<file path="config.mk">
export PLATFORM = sky130hd
export DESIGN_NAME = circular_elimination_order
export DESIGN_NICKNAME = d
export VERILOG_FILES = /design/src/rtl/ceo_pkg.sv /design/src/rtl/ceo_mod_unit.sv /design/src/rtl/circular_elimination_order.sv
export SDC_FILE = /design/constraint.sdc
export NUM_CORES = 2
export LEC_CHECK = 0
export BUFFER_PORTS_ARGS = -buffer_cell sky130_fd_sc_hd__clkbuf_2
export CORE_UTILIZATION = 45
export DETAILED_ROUTE_END_ITERATION = 10
export GPL_TIMING_DRIVEN = 0
export SKIP_CTS_REPAIR_TIMING = 1
export SYNTH_ARGS = -nofsm -noshare
export SYNTH_HDL_FRONTEND = slang
export SYNTH_SLANG_ARGS = --single-unit
</file>
<file path="constraint.sdc">
create_clock -name clock -period 7.7 [get_ports clock]
set_input_delay 0.77 -clock clock [delete_from_list [all_inputs] [get_ports clock]]
set_output_delay 0.77 -clock clock [all_outputs]
set_load 0.01 [all_outputs]
</file>
<file path="src/rtl/ceo_pkg.sv">
`default_nettype none
// ----------------------------------------------------------------------------
// ceo_pkg
// Shared constants for the circular elimination order block.
// ----------------------------------------------------------------------------
package ceo_pkg;

   localparam int TAG_W           = 8;
   localparam int STEP_W          = 10;
   localparam int STEP_CNT_W      = $clog2(STEP_W);
   localparam int MAX_MEMBERS_DEF = 64;

   localparam int CSR_IDX_W = 1;
   localparam logic [CSR_IDX_W-1:0] CSR_STEP_COUNT    = 1'b0;
   localparam logic [CSR_IDX_W-1:0] CSR_REVERSE_ORDER = 1'b1;

   localparam logic CMD_APPEND = 1'b0;
   localparam logic CMD_RUN    = 1'b1;

endpackage : ceo_pkg
`default_nettype wire

</file>
<file path="src/rtl/ceo_mod_unit.sv">
`default_nettype none
// ----------------------------------------------------------------------------
// ceo_mod_unit
// Restoring remainder unit: step count modulo living count, one bit a cycle.
// ----------------------------------------------------------------------------
module ceo_mod_unit
   import ceo_pkg::*;
#(
   parameter int MAX_MEMBERS = MAX_MEMBERS_DEF
) (
   input  wire logic                                 clock,
   input  wire logic                                 reset,
   input  wire logic                                 start,
   input  wire logic [STEP_W-1:0]                    dividend,
   input  wire logic [$clog2(MAX_MEMBERS+1)-1:0]     divisor,
   output logic                                      done,
   output logic [$clog2(MAX_MEMBERS+1)-1:0]          remainder
);

   localparam int CNT_W = $clog2(MAX_MEMBERS + 1);

   logic                  busy_ff;
   logic                  done_ff;
   logic [STEP_CNT_W-1:0] cnt_ff;
   logic [STEP_W-1:0]     dvd_ff;
   logic [CNT_W-1:0]      rem_ff;

   logic [CNT_W:0]        trial;
   logic [CNT_W:0]        diff;
   logic [CNT_W-1:0]      rem_in;

   always_comb begin
      trial  = {rem_ff, dvd_ff[STEP_W-1]};
      diff   = trial - {1'b0, divisor};
      rem_in = (trial >= {1'b0, divisor}) ? diff[CNT_W-1:0] : trial[CNT_W-1:0];
   end

   always_ff @(posedge clock) begin
      if (reset) begin
         busy_ff <= 1'b0;
         done_ff <= 1'b0;
         cnt_ff  <= '0;
         dvd_ff  <= '0;
         rem_ff  <= '0;
      end else begin
         done_ff <= 1'b0;
         if (start) begin
            busy_ff <= 1'b1;
            cnt_ff  <= '0;
            dvd_ff  <= dividend;
            rem_ff  <= '0;
         end else if (busy_ff) begin
            rem_ff <= rem_in;
            dvd_ff <= {dvd_ff[STEP_W-2:0], 1'b0};
            cnt_ff <= cnt_ff + 1'b1;
            if (cnt_ff == STEP_CNT_W'(STEP_W - 1)) begin
               busy_ff <= 1'b0;
               done_ff <= 1'b1;
            end
         end
      end
   end

   assign done      = done_ff;
   assign remainder = rem_ff;

endmodule : ceo_mod_unit
`default_nettype wire

</file>
<file path="src/rtl/circular_elimination_order.sv">
`default_nettype none
// ----------------------------------------------------------------------------
// circular_elimination_order
// Josephus elimination over a ring of member tags held in link memories.
//
// req_ beats with cmd append store one tag (dropped and flagged when full);
// a run beat builds the ring and removes members one by one, each removal
// giving one rsp_ beat, the survivor coming last with is_survivor and last.
// csr_ writes set step_count (index 0) and reverse_order (index 1); take
// them only while the block is idle. csr_ready is always high.
// A run first builds the ring, writing one link per member, then for each
// removal runs the remainder unit and reads one link memory entry per
// step walked. The survivor is read without the remainder unit.
// req_stall is high for the whole run.
// Results leave through an output register; while rsp_stall holds a beat
// the block finds the next result, then holds it inside until the beat leaves.
// Reset clears counts and registers (step_count resets to 1); the memories
// are not cleared, since every entry is written before a run reads it.
// ----------------------------------------------------------------------------
module circular_elimination_order
   import ceo_pkg::*;
#(
   parameter int MAX_MEMBERS = MAX_MEMBERS_DEF
) (
   input  wire logic                  clock,
   input  wire logic                  reset,
   input  wire logic                  req_valid,
   output logic                       req_stall,
   input  wire logic                  req_cmd,
   input  wire logic [TAG_W-1:0]      req_member_tag,
   output logic                       rsp_valid,
   input  wire logic                  rsp_stall,
   output logic [TAG_W-1:0]           rsp_member_tag_res,
   output logic                       rsp_is_survivor,
   output logic                       rsp_last,
   output logic                       rsp_overflow,
   input  wire logic                  csr_valid,
   output logic                       csr_ready,
   input  wire logic [CSR_IDX_W-1:0]  csr_index,
   input  wire logic [STEP_W-1:0]     csr_data
);

   localparam int IDX_W = $clog2(MAX_MEMBERS);
   localparam int CNT_W = $clog2(MAX_MEMBERS + 1);

   typedef enum logic [3:0] {
      ST_IDLE, ST_BUILD, ST_CHECK, ST_MOD, ST_WALK,
      ST_RM_RD, ST_RM_WR, ST_SV_RD, ST_SV_WR, ST_EMIT
   } state_type;

   state_type         state_ff;
   logic [STEP_W-1:0] step_ff;
   logic              reverse_ff;
   logic [CNT_W-1:0]  count_ff;
   logic              dropped_ff;
   logic [CNT_W-1:0]  living_ff;
   logic [IDX_W-1:0]  start_ff;
   logic [IDX_W-1:0]  prev_pos_ff;
   logic [IDX_W-1:0]  cur_ff;
   logic [IDX_W-1:0]  prev_ff;
   logic [IDX_W-1:0]  k_ff;
   logic [IDX_W-1:0]  idx_ff;
   logic [TAG_W-1:0]  res_tag_ff;
   logic              res_last_ff;
   logic              rsp_valid_ff;
   logic [TAG_W-1:0]  rsp_tag_ff;
   logic              rsp_last_ff;
   logic              rsp_overflow_ff;

   logic [TAG_W-1:0]  tag_mem [MAX_MEMBERS];
   logic [IDX_W-1:0]  link_mem [MAX_MEMBERS];
   logic [TAG_W-1:0]  tag_q;
   logic [IDX_W-1:0]  link_q;

   logic              req_accept;
   logic              tag_we;
   logic [IDX_W-1:0]  tag_raddr;
   logic              link_we;
   logic [IDX_W-1:0]  link_waddr;
   logic [IDX_W-1:0]  link_wdata;
   logic [IDX_W-1:0]  link_raddr;
   logic [IDX_W-1:0]  build_link;
   logic [CNT_W-1:0]  last_idx;
   logic              build_end;
   logic              rsp_load;
   logic              mod_start;
   logic              mod_done;
   logic [CNT_W-1:0]  mod_rem;

   assign req_stall  = (state_ff != ST_IDLE);
   assign req_accept = req_valid && !req_stall;
   assign csr_ready  = 1'b1;
   assign tag_we     = req_accept && (req_cmd == CMD_APPEND) &&
                       (count_ff < CNT_W'(MAX_MEMBERS));
   assign rsp_load   = (state_ff == ST_EMIT) && (!rsp_valid_ff || !rsp_stall);
   assign mod_start  = (state_ff == ST_CHECK) && (living_ff != CNT_W'(1));

   always_comb begin
      last_idx  = living_ff - 1'b1;
      build_end = (CNT_W'(idx_ff) == last_idx);
      if (reverse_ff) begin
         build_link = (idx_ff == '0) ? last_idx[IDX_W-1:0] : idx_ff - 1'b1;
      end else begin
         build_link = build_end ? '0 : idx_ff + 1'b1;
      end
      link_we    = (state_ff == ST_BUILD) || (state_ff == ST_RM_WR);
      link_waddr = (state_ff == ST_BUILD) ? idx_ff : prev_ff;
      link_wdata = (state_ff == ST_BUILD) ? build_link : link_q;
      case (state_ff)
         ST_MOD:  link_raddr = start_ff;
         ST_WALK: link_raddr = link_q;
         default: link_raddr = cur_ff;
      endcase
      tag_raddr = (state_ff == ST_SV_RD) ? start_ff : cur_ff;
   end

   always_ff @(posedge clock) begin
      if (tag_we) begin
         tag_mem[count_ff[IDX_W-1:0]] <= req_member_tag;
      end
      tag_q <= tag_mem[tag_raddr];
   end

   always_ff @(posedge clock) begin
      if (link_we) begin
         link_mem[link_waddr] <= link_wdata;
      end
      link_q <= link_mem[link_raddr];
   end

   ceo_mod_unit #(
      .MAX_MEMBERS (MAX_MEMBERS)
   ) u_mod (
      .clock     (clock),
      .reset     (reset),
      .start     (mod_start),
      .dividend  (step_ff),
      .divisor   (living_ff),
      .done      (mod_done),
      .remainder (mod_rem)
   );

   always_ff @(posedge clock) begin
      if (reset) begin
         state_ff        <= ST_IDLE;
         step_ff         <= STEP_W'(1);
         reverse_ff      <= 1'b0;
         count_ff        <= '0;
         dropped_ff      <= 1'b0;
         living_ff       <= '0;
         start_ff        <= '0;
         prev_pos_ff     <= '0;
         cur_ff          <= '0;
         prev_ff         <= '0;
         k_ff            <= '0;
         idx_ff          <= '0;
         res_tag_ff      <= '0;
         res_last_ff     <= 1'b0;
         rsp_valid_ff    <= 1'b0;
         rsp_tag_ff      <= '0;
         rsp_last_ff     <= 1'b0;
         rsp_overflow_ff <= 1'b0;
      end else begin
         if (csr_valid) begin
            case (csr_index)
               CSR_STEP_COUNT:    step_ff    <= csr_data;
               CSR_REVERSE_ORDER: reverse_ff <= csr_data[0];
               default:           ;
            endcase
         end
         if (rsp_valid_ff && !rsp_stall && !rsp_load) begin
            rsp_valid_ff <= 1'b0;
         end

         case (state_ff)
            ST_IDLE: begin
               if (req_accept) begin
                  if (req_cmd == CMD_APPEND) begin
                     if (tag_we) begin
                        count_ff <= count_ff + 1'b1;
                     end else begin
                        dropped_ff <= 1'b1;
                     end
                  end else if (count_ff == '0) begin
                     dropped_ff <= 1'b0;
                  end else begin
                     living_ff <= count_ff;
                     idx_ff    <= '0;
                     start_ff  <= '0;
                     if (reverse_ff && (count_ff != CNT_W'(1))) begin
                        prev_pos_ff <= IDX_W'(1);
                     end else begin
                        prev_pos_ff <= IDX_W'(count_ff - 1'b1);
                     end
                     state_ff <= ST_BUILD;
                  end
               end
            end
            ST_BUILD: begin
               idx_ff <= idx_ff + 1'b1;
               if (build_end) begin
                  state_ff <= ST_CHECK;
               end
            end
            ST_CHECK: begin
               state_ff <= (living_ff == CNT_W'(1)) ? ST_SV_RD : ST_MOD;
            end
            ST_MOD: begin
               if (mod_done) begin
                  cur_ff   <= start_ff;
                  prev_ff  <= prev_pos_ff;
                  k_ff     <= mod_rem[IDX_W-1:0];
                  state_ff <= (mod_rem == '0) ? ST_RM_RD : ST_WALK;
               end
            end
            ST_WALK: begin
               prev_ff <= cur_ff;
               cur_ff  <= link_q;
               k_ff    <= k_ff - 1'b1;
               if (k_ff == IDX_W'(1)) begin
                  state_ff <= ST_RM_RD;
               end
            end
            ST_RM_RD: begin
               state_ff <= ST_RM_WR;
            end
            ST_RM_WR: begin
               start_ff    <= link_q;
               prev_pos_ff <= prev_ff;
               res_tag_ff  <= tag_q;
               res_last_ff <= 1'b0;
               state_ff    <= ST_EMIT;
            end
            ST_SV_RD: begin
               state_ff <= ST_SV_WR;
            end
            ST_SV_WR: begin
               res_tag_ff  <= tag_q;
               res_last_ff <= 1'b1;
               state_ff    <= ST_EMIT;
            end
            ST_EMIT: begin
               if (rsp_load) begin
                  rsp_valid_ff    <= 1'b1;
                  rsp_tag_ff      <= res_tag_ff;
                  rsp_last_ff     <= res_last_ff;
                  rsp_overflow_ff <= dropped_ff;
                  if (res_last_ff) begin
                     count_ff   <= '0;
                     dropped_ff <= 1'b0;
                     state_ff   <= ST_IDLE;
                  end else begin
                     living_ff <= living_ff - 1'b1;
                     state_ff  <= ST_CHECK;
                  end
               end
            end
            default: begin
               state_ff <= ST_IDLE;
            end
         endcase
      end
   end

   assign rsp_valid          = rsp_valid_ff;
   assign rsp_member_tag_res = rsp_tag_ff;
   assign rsp_is_survivor    = rsp_last_ff;
   assign rsp_last           = rsp_last_ff;
   assign rsp_overflow       = rsp_overflow_ff;

`ifndef SYNTHESIS
   a_count_bound: assert property (@(posedge clock) disable iff (reset)
      count_ff <= CNT_W'(MAX_MEMBERS))
      else $error("member count above capacity");

   a_walk_nonzero: assert property (@(posedge clock) disable iff (reset)
      (state_ff == ST_WALK) |-> (k_ff != '0))
      else $error("walk entered with no steps left");

   a_living_range: assert property (@(posedge clock) disable iff (reset)
      ((state_ff == ST_CHECK) || (state_ff == ST_MOD)) |->
      ((living_ff != '0) && (living_ff <= count_ff)))
      else $error("living count out of range");

   a_run_end: assert property (@(posedge clock) disable iff (reset)
      (rsp_load && res_last_ff) |=>
      ((state_ff == ST_IDLE) && (count_ff == '0) && rsp_valid_ff && rsp_last_ff))
      else $error("run did not close after survivor beat");
`endif

endmodule : circular_elimination_order
`default_nettype wire
</file>
==> results.md <==
* Crit-path cells: buf_2 > or2_2 > clkbuf_1 > nor3_4 > nand2_1 > nor3_2 > nand4_1 > nor2_1
* Gp weighted congestion at 0.930
* Core area at 0.0919 mm2
* Final net count at 3403
* GRT Residual Overflow at 0
* Syn nets at 3238
* First-pass GRT wire length at 174000 um
* CTS Root Cell: clkbuf_16
* Starting density of the core at 0.455
* CP delay by family, top: simple AND/OR/NAND/NOR gates
* Endpoint of the worst hold path: step_ff[5]$_SDFFE_PP0P_
* Min-Delay Startpoint: csr_data[5]
* Most common cell after layout, fill and taps aside: edfxtp_1
* Worst Path Arrival at 4650 ps
* Clock slew at reported path FFs at 60 ps
* Async S/R FF share, synth at 0
* Fmax at 229 MHz
* Area grow syn2layout at 13.5%
* # diodes at 0
* H-tree levels at 3
* Crit Path Class: reg2reg
* Initial DRC Count at 3088
* DP HPWL at 81200 um
* Combinational Power Share at 0.087
* Fin. Hold Viols at 0
* Gr busiest metal: met2
* Clk buf depth at 3
* Die width at 307 um
* Worst-Skew Late Latency at 680 ps
* Vias in the first global route at 26900
* # DRC at 0
* Hold Crit Class: in2reg
* Cts bufs inserted at 102
* Most frequent cells in the layout: edfxtp_1 (896), nand2_1 (653), nor2_1 (243)
* Final Setup Violations at 0
* Mapped cell area at 0.0418 mm2
* Max_cap viols at 0
* Synth unique cells at 74
* Final WL at 118000 um
* Row cnt at 111
* Largest net degree at the start of global routing at 65
* EDFF count, synth at 896
* YS warnings at 0
* Clk sinks at 1019
* Global Route met2 Usage at 0.420
* Met3 usage at 0.0346
* Period utilization at 0.568
* Syn avg cell area at 13.1 um2
* Setup TNS at 0 ps
* Die Area at 0.0942 mm2
* Sequential power share at 0.510
* Worst setup path start: state_ff[1]$_SDFFE_PP0P_
* Register area share after synthesis at 0.702
* Status: finished, final reports clean
* Int Power at 9600 uW
* Fillcell total at 7910
* Top FF cell, synth: edfxtp_1
* Worst Path Buf+Inv at 2
* Mapped Cells at 3192
* Final ANT Viol Nets at 0
* RSZ-0062 raised after global routing: no
* Switching share of power at 0.233
* Leakage at 0.0158 uW
* Register area at 0.0294 mm2
* Met1 Use GR at 0.324
* Via density at 5.88
* Hold Path Depth at 3
* R2R setup slack at 3330 ps
* Wire per inst at 25.2 um
* Final max-slew violation count at 0
* Initial DRT Pass Iterations at 8
* TritonCTS clock tree: done
* Port-buffer cells at 37
* Crit path max fanout at 10
* Fraction of layout cells with a size suffix above 1 at 0.105
* Worst setup SP type: flip-flop
* Fin crit period at 4370 ps
* Max VDD drop at 203 uV
* Clock Power Share at 0.403
* Slew margin rel. at 0.116
* Crit end category: flip-flop
* Initial antenna violation count at 0
* WP data required at 7980 ps
* Yosys reg bits at 1019
* Psw at 2920 uW
* Power per cell area at 264 mW/mm2
* Area of the multi-input gates at 0.0115 mm2
* GRT Total Usage at 0.250
* Die Y at 307 um
* Crit-path slowest cell: nor2_1
* IO Pins at 39
* Pwr Total at 12500 uW
* R2r startpoint: state_ff[1]$_SDFFE_PP0P_
* CP peak stage delay at 1170 ps
* Via Count at 27500
* Setup Skew at 23.7 ps
* R2R Path End: tag_mem[62][2]$_DFFE_PP_
* Worst r2r path cells at 8
* Slew @ Worst Pin at 1330 ps
[registers in the layout, indices dropped and copies added (netlist names), 7 cells and up]
signal,cells
u_mod.remainder,7
rsp_member_tag_res,8
u_mod.dvd_ff,10
living_ff,7
res_tag_ff,8
tag_mem,512
tag_q,8
step_ff,10
link_mem,384
count_ff,7
[worst reg2reg max path, cell delays in order, from the launching register on]
cell,delay [ps]
dfxtp_1,320
buf_2,180
or2_2,300
clkbuf_1,200
nor3_4,320
nand2_1,170
nor3_2,420
nand4_1,910
nor2_1,1170
[area by class of cell]
type,count,area share
flip-flops and latches,1019,0.618
clock buffers,138,0.0614
inverters,30,0.00237
repair buffers,61,0.0129
clock inverters,50,0.0104
well taps,1243,0.0327
multi-input cells,1938,0.242
plain buffers,205,0.0201
[power by group through the flow]
stage                     Clock (uW)  Sequential (uW)  Combinational, uW
after floorplan                    0             6530                475
after global placement             0             6620                868
after detailed placement           0             6510               1080
after CTS                       5090             6390               1080
after global routing            5290             6390               1170
final                           5040             6390               1090
[worst max path at each step]
| stage | cells after the start | slack, ps | endpoint |
|---|---|---|---|
| finish | 8 | 3330 | tag_mem[62][2]$_DFFE_PP_ |
| global route | 8 | 3250 | tag_mem[62][1]$_DFFE_PP_ |
| CTS | 8 | 3480 | tag_mem[62][1]$_DFFE_PP_ |
| floorplan | 11 | 630 | link_mem[0][3]$_DFFE_PP_ |
| global placement | 11 | -6520 | link_mem[24][3]$_DFFE_PP_ |
| detailed placement | 8 | 3450 | tag_mem[62][4]$_DFFE_PP_ |
[Yosys cell counts, types with 6 or more instances]
| cell | n | area, um2 |
|---|---|---|
| mux4_2 | 39 | 878 |
| mux2i_1 | 115 | 1150 |
| o31ai_1 | 9 | 67.6 |
| dfxtp_1 | 123 | 2460 |
| a21oi_1 | 136 | 681 |
| a221oi_1 | 21 | 184 |
| nor2b_1 | 6 | 37.5 |
| buf_2 | 48 | 240 |
| a22oi_1 | 53 | 398 |
| o32ai_1 | 6 | 52.6 |
| and3_1 | 11 | 68.8 |
| or3_1 | 7 | 43.8 |
| nand2b_1 | 8 | 50.1 |
| o311a_1 | 6 | 60.1 |
| a32o_1 | 11 | 110 |
| a31oi_1 | 66 | 413 |
| nand2_1 | 653 | 2450 |
| and2_1 | 8 | 50.1 |
| a32oi_1 | 41 | 359 |
| xnor2_1 | 15 | 131 |
| a21o_1 | 14 | 105 |
| nand3b_1 | 11 | 82.6 |
| xor2_1 | 16 | 140 |
| nand4_1 | 7 | 43.8 |
| ha_1 | 20 | 250 |
| a311oi_1 | 22 | 193 |
| nor2_1 | 244 | 916 |
| o22ai_1 | 8 | 50.1 |
| inv_1 | 30 | 113 |
| buf_6 | 6 | 67.6 |
| nand3_1 | 164 | 821 |
| nor4_1 | 6 | 37.5 |
| buf_1 | 22 | 82.6 |
| nor3_1 | 35 | 175 |
| buf_4 | 21 | 158 |
| a211oi_1 | 84 | 631 |
| clkbuf_1 | 108 | 405 |
| edfxtp_1 | 896 | 26900 |
| o21ai_0 | 36 | 180 |
[kinds of logic after synthesis]
kind of cell	Yosys count	synth area share
simple gates	1184	0.120
xor+xnor	31	0.00649
fa+ha+maj	21	0.00646
flops	1019	0.702
mux	159	0.0498
compound gates	542	0.0898
other cells	1	0.0000896
buf+inv	235	0.0255
[routing by layer]
layer  share of wire  routed length [um]
met5               0                   0
met4           0.044                5130
met1            0.40               46800
met2            0.49               57700
met3           0.069                8180
[through the flow]
step	utilization	setup slack (ps)	instance area, um2	instances	hold WS, ps
2_1_floorplan	-	632	41800	3192	431
3_3_place_gp	0.474	-6520	43600	4472	446
3_5_place_dp	0.478	3450	44000	4491	451
4_1_cts	0.516	3480	47400	4679	286
5_1_grt	0.517	3250	47500	4684	308
6_report	0.517	3330	47500	4684	314
No activity file was read; power rests on OpenSTA's default activity.
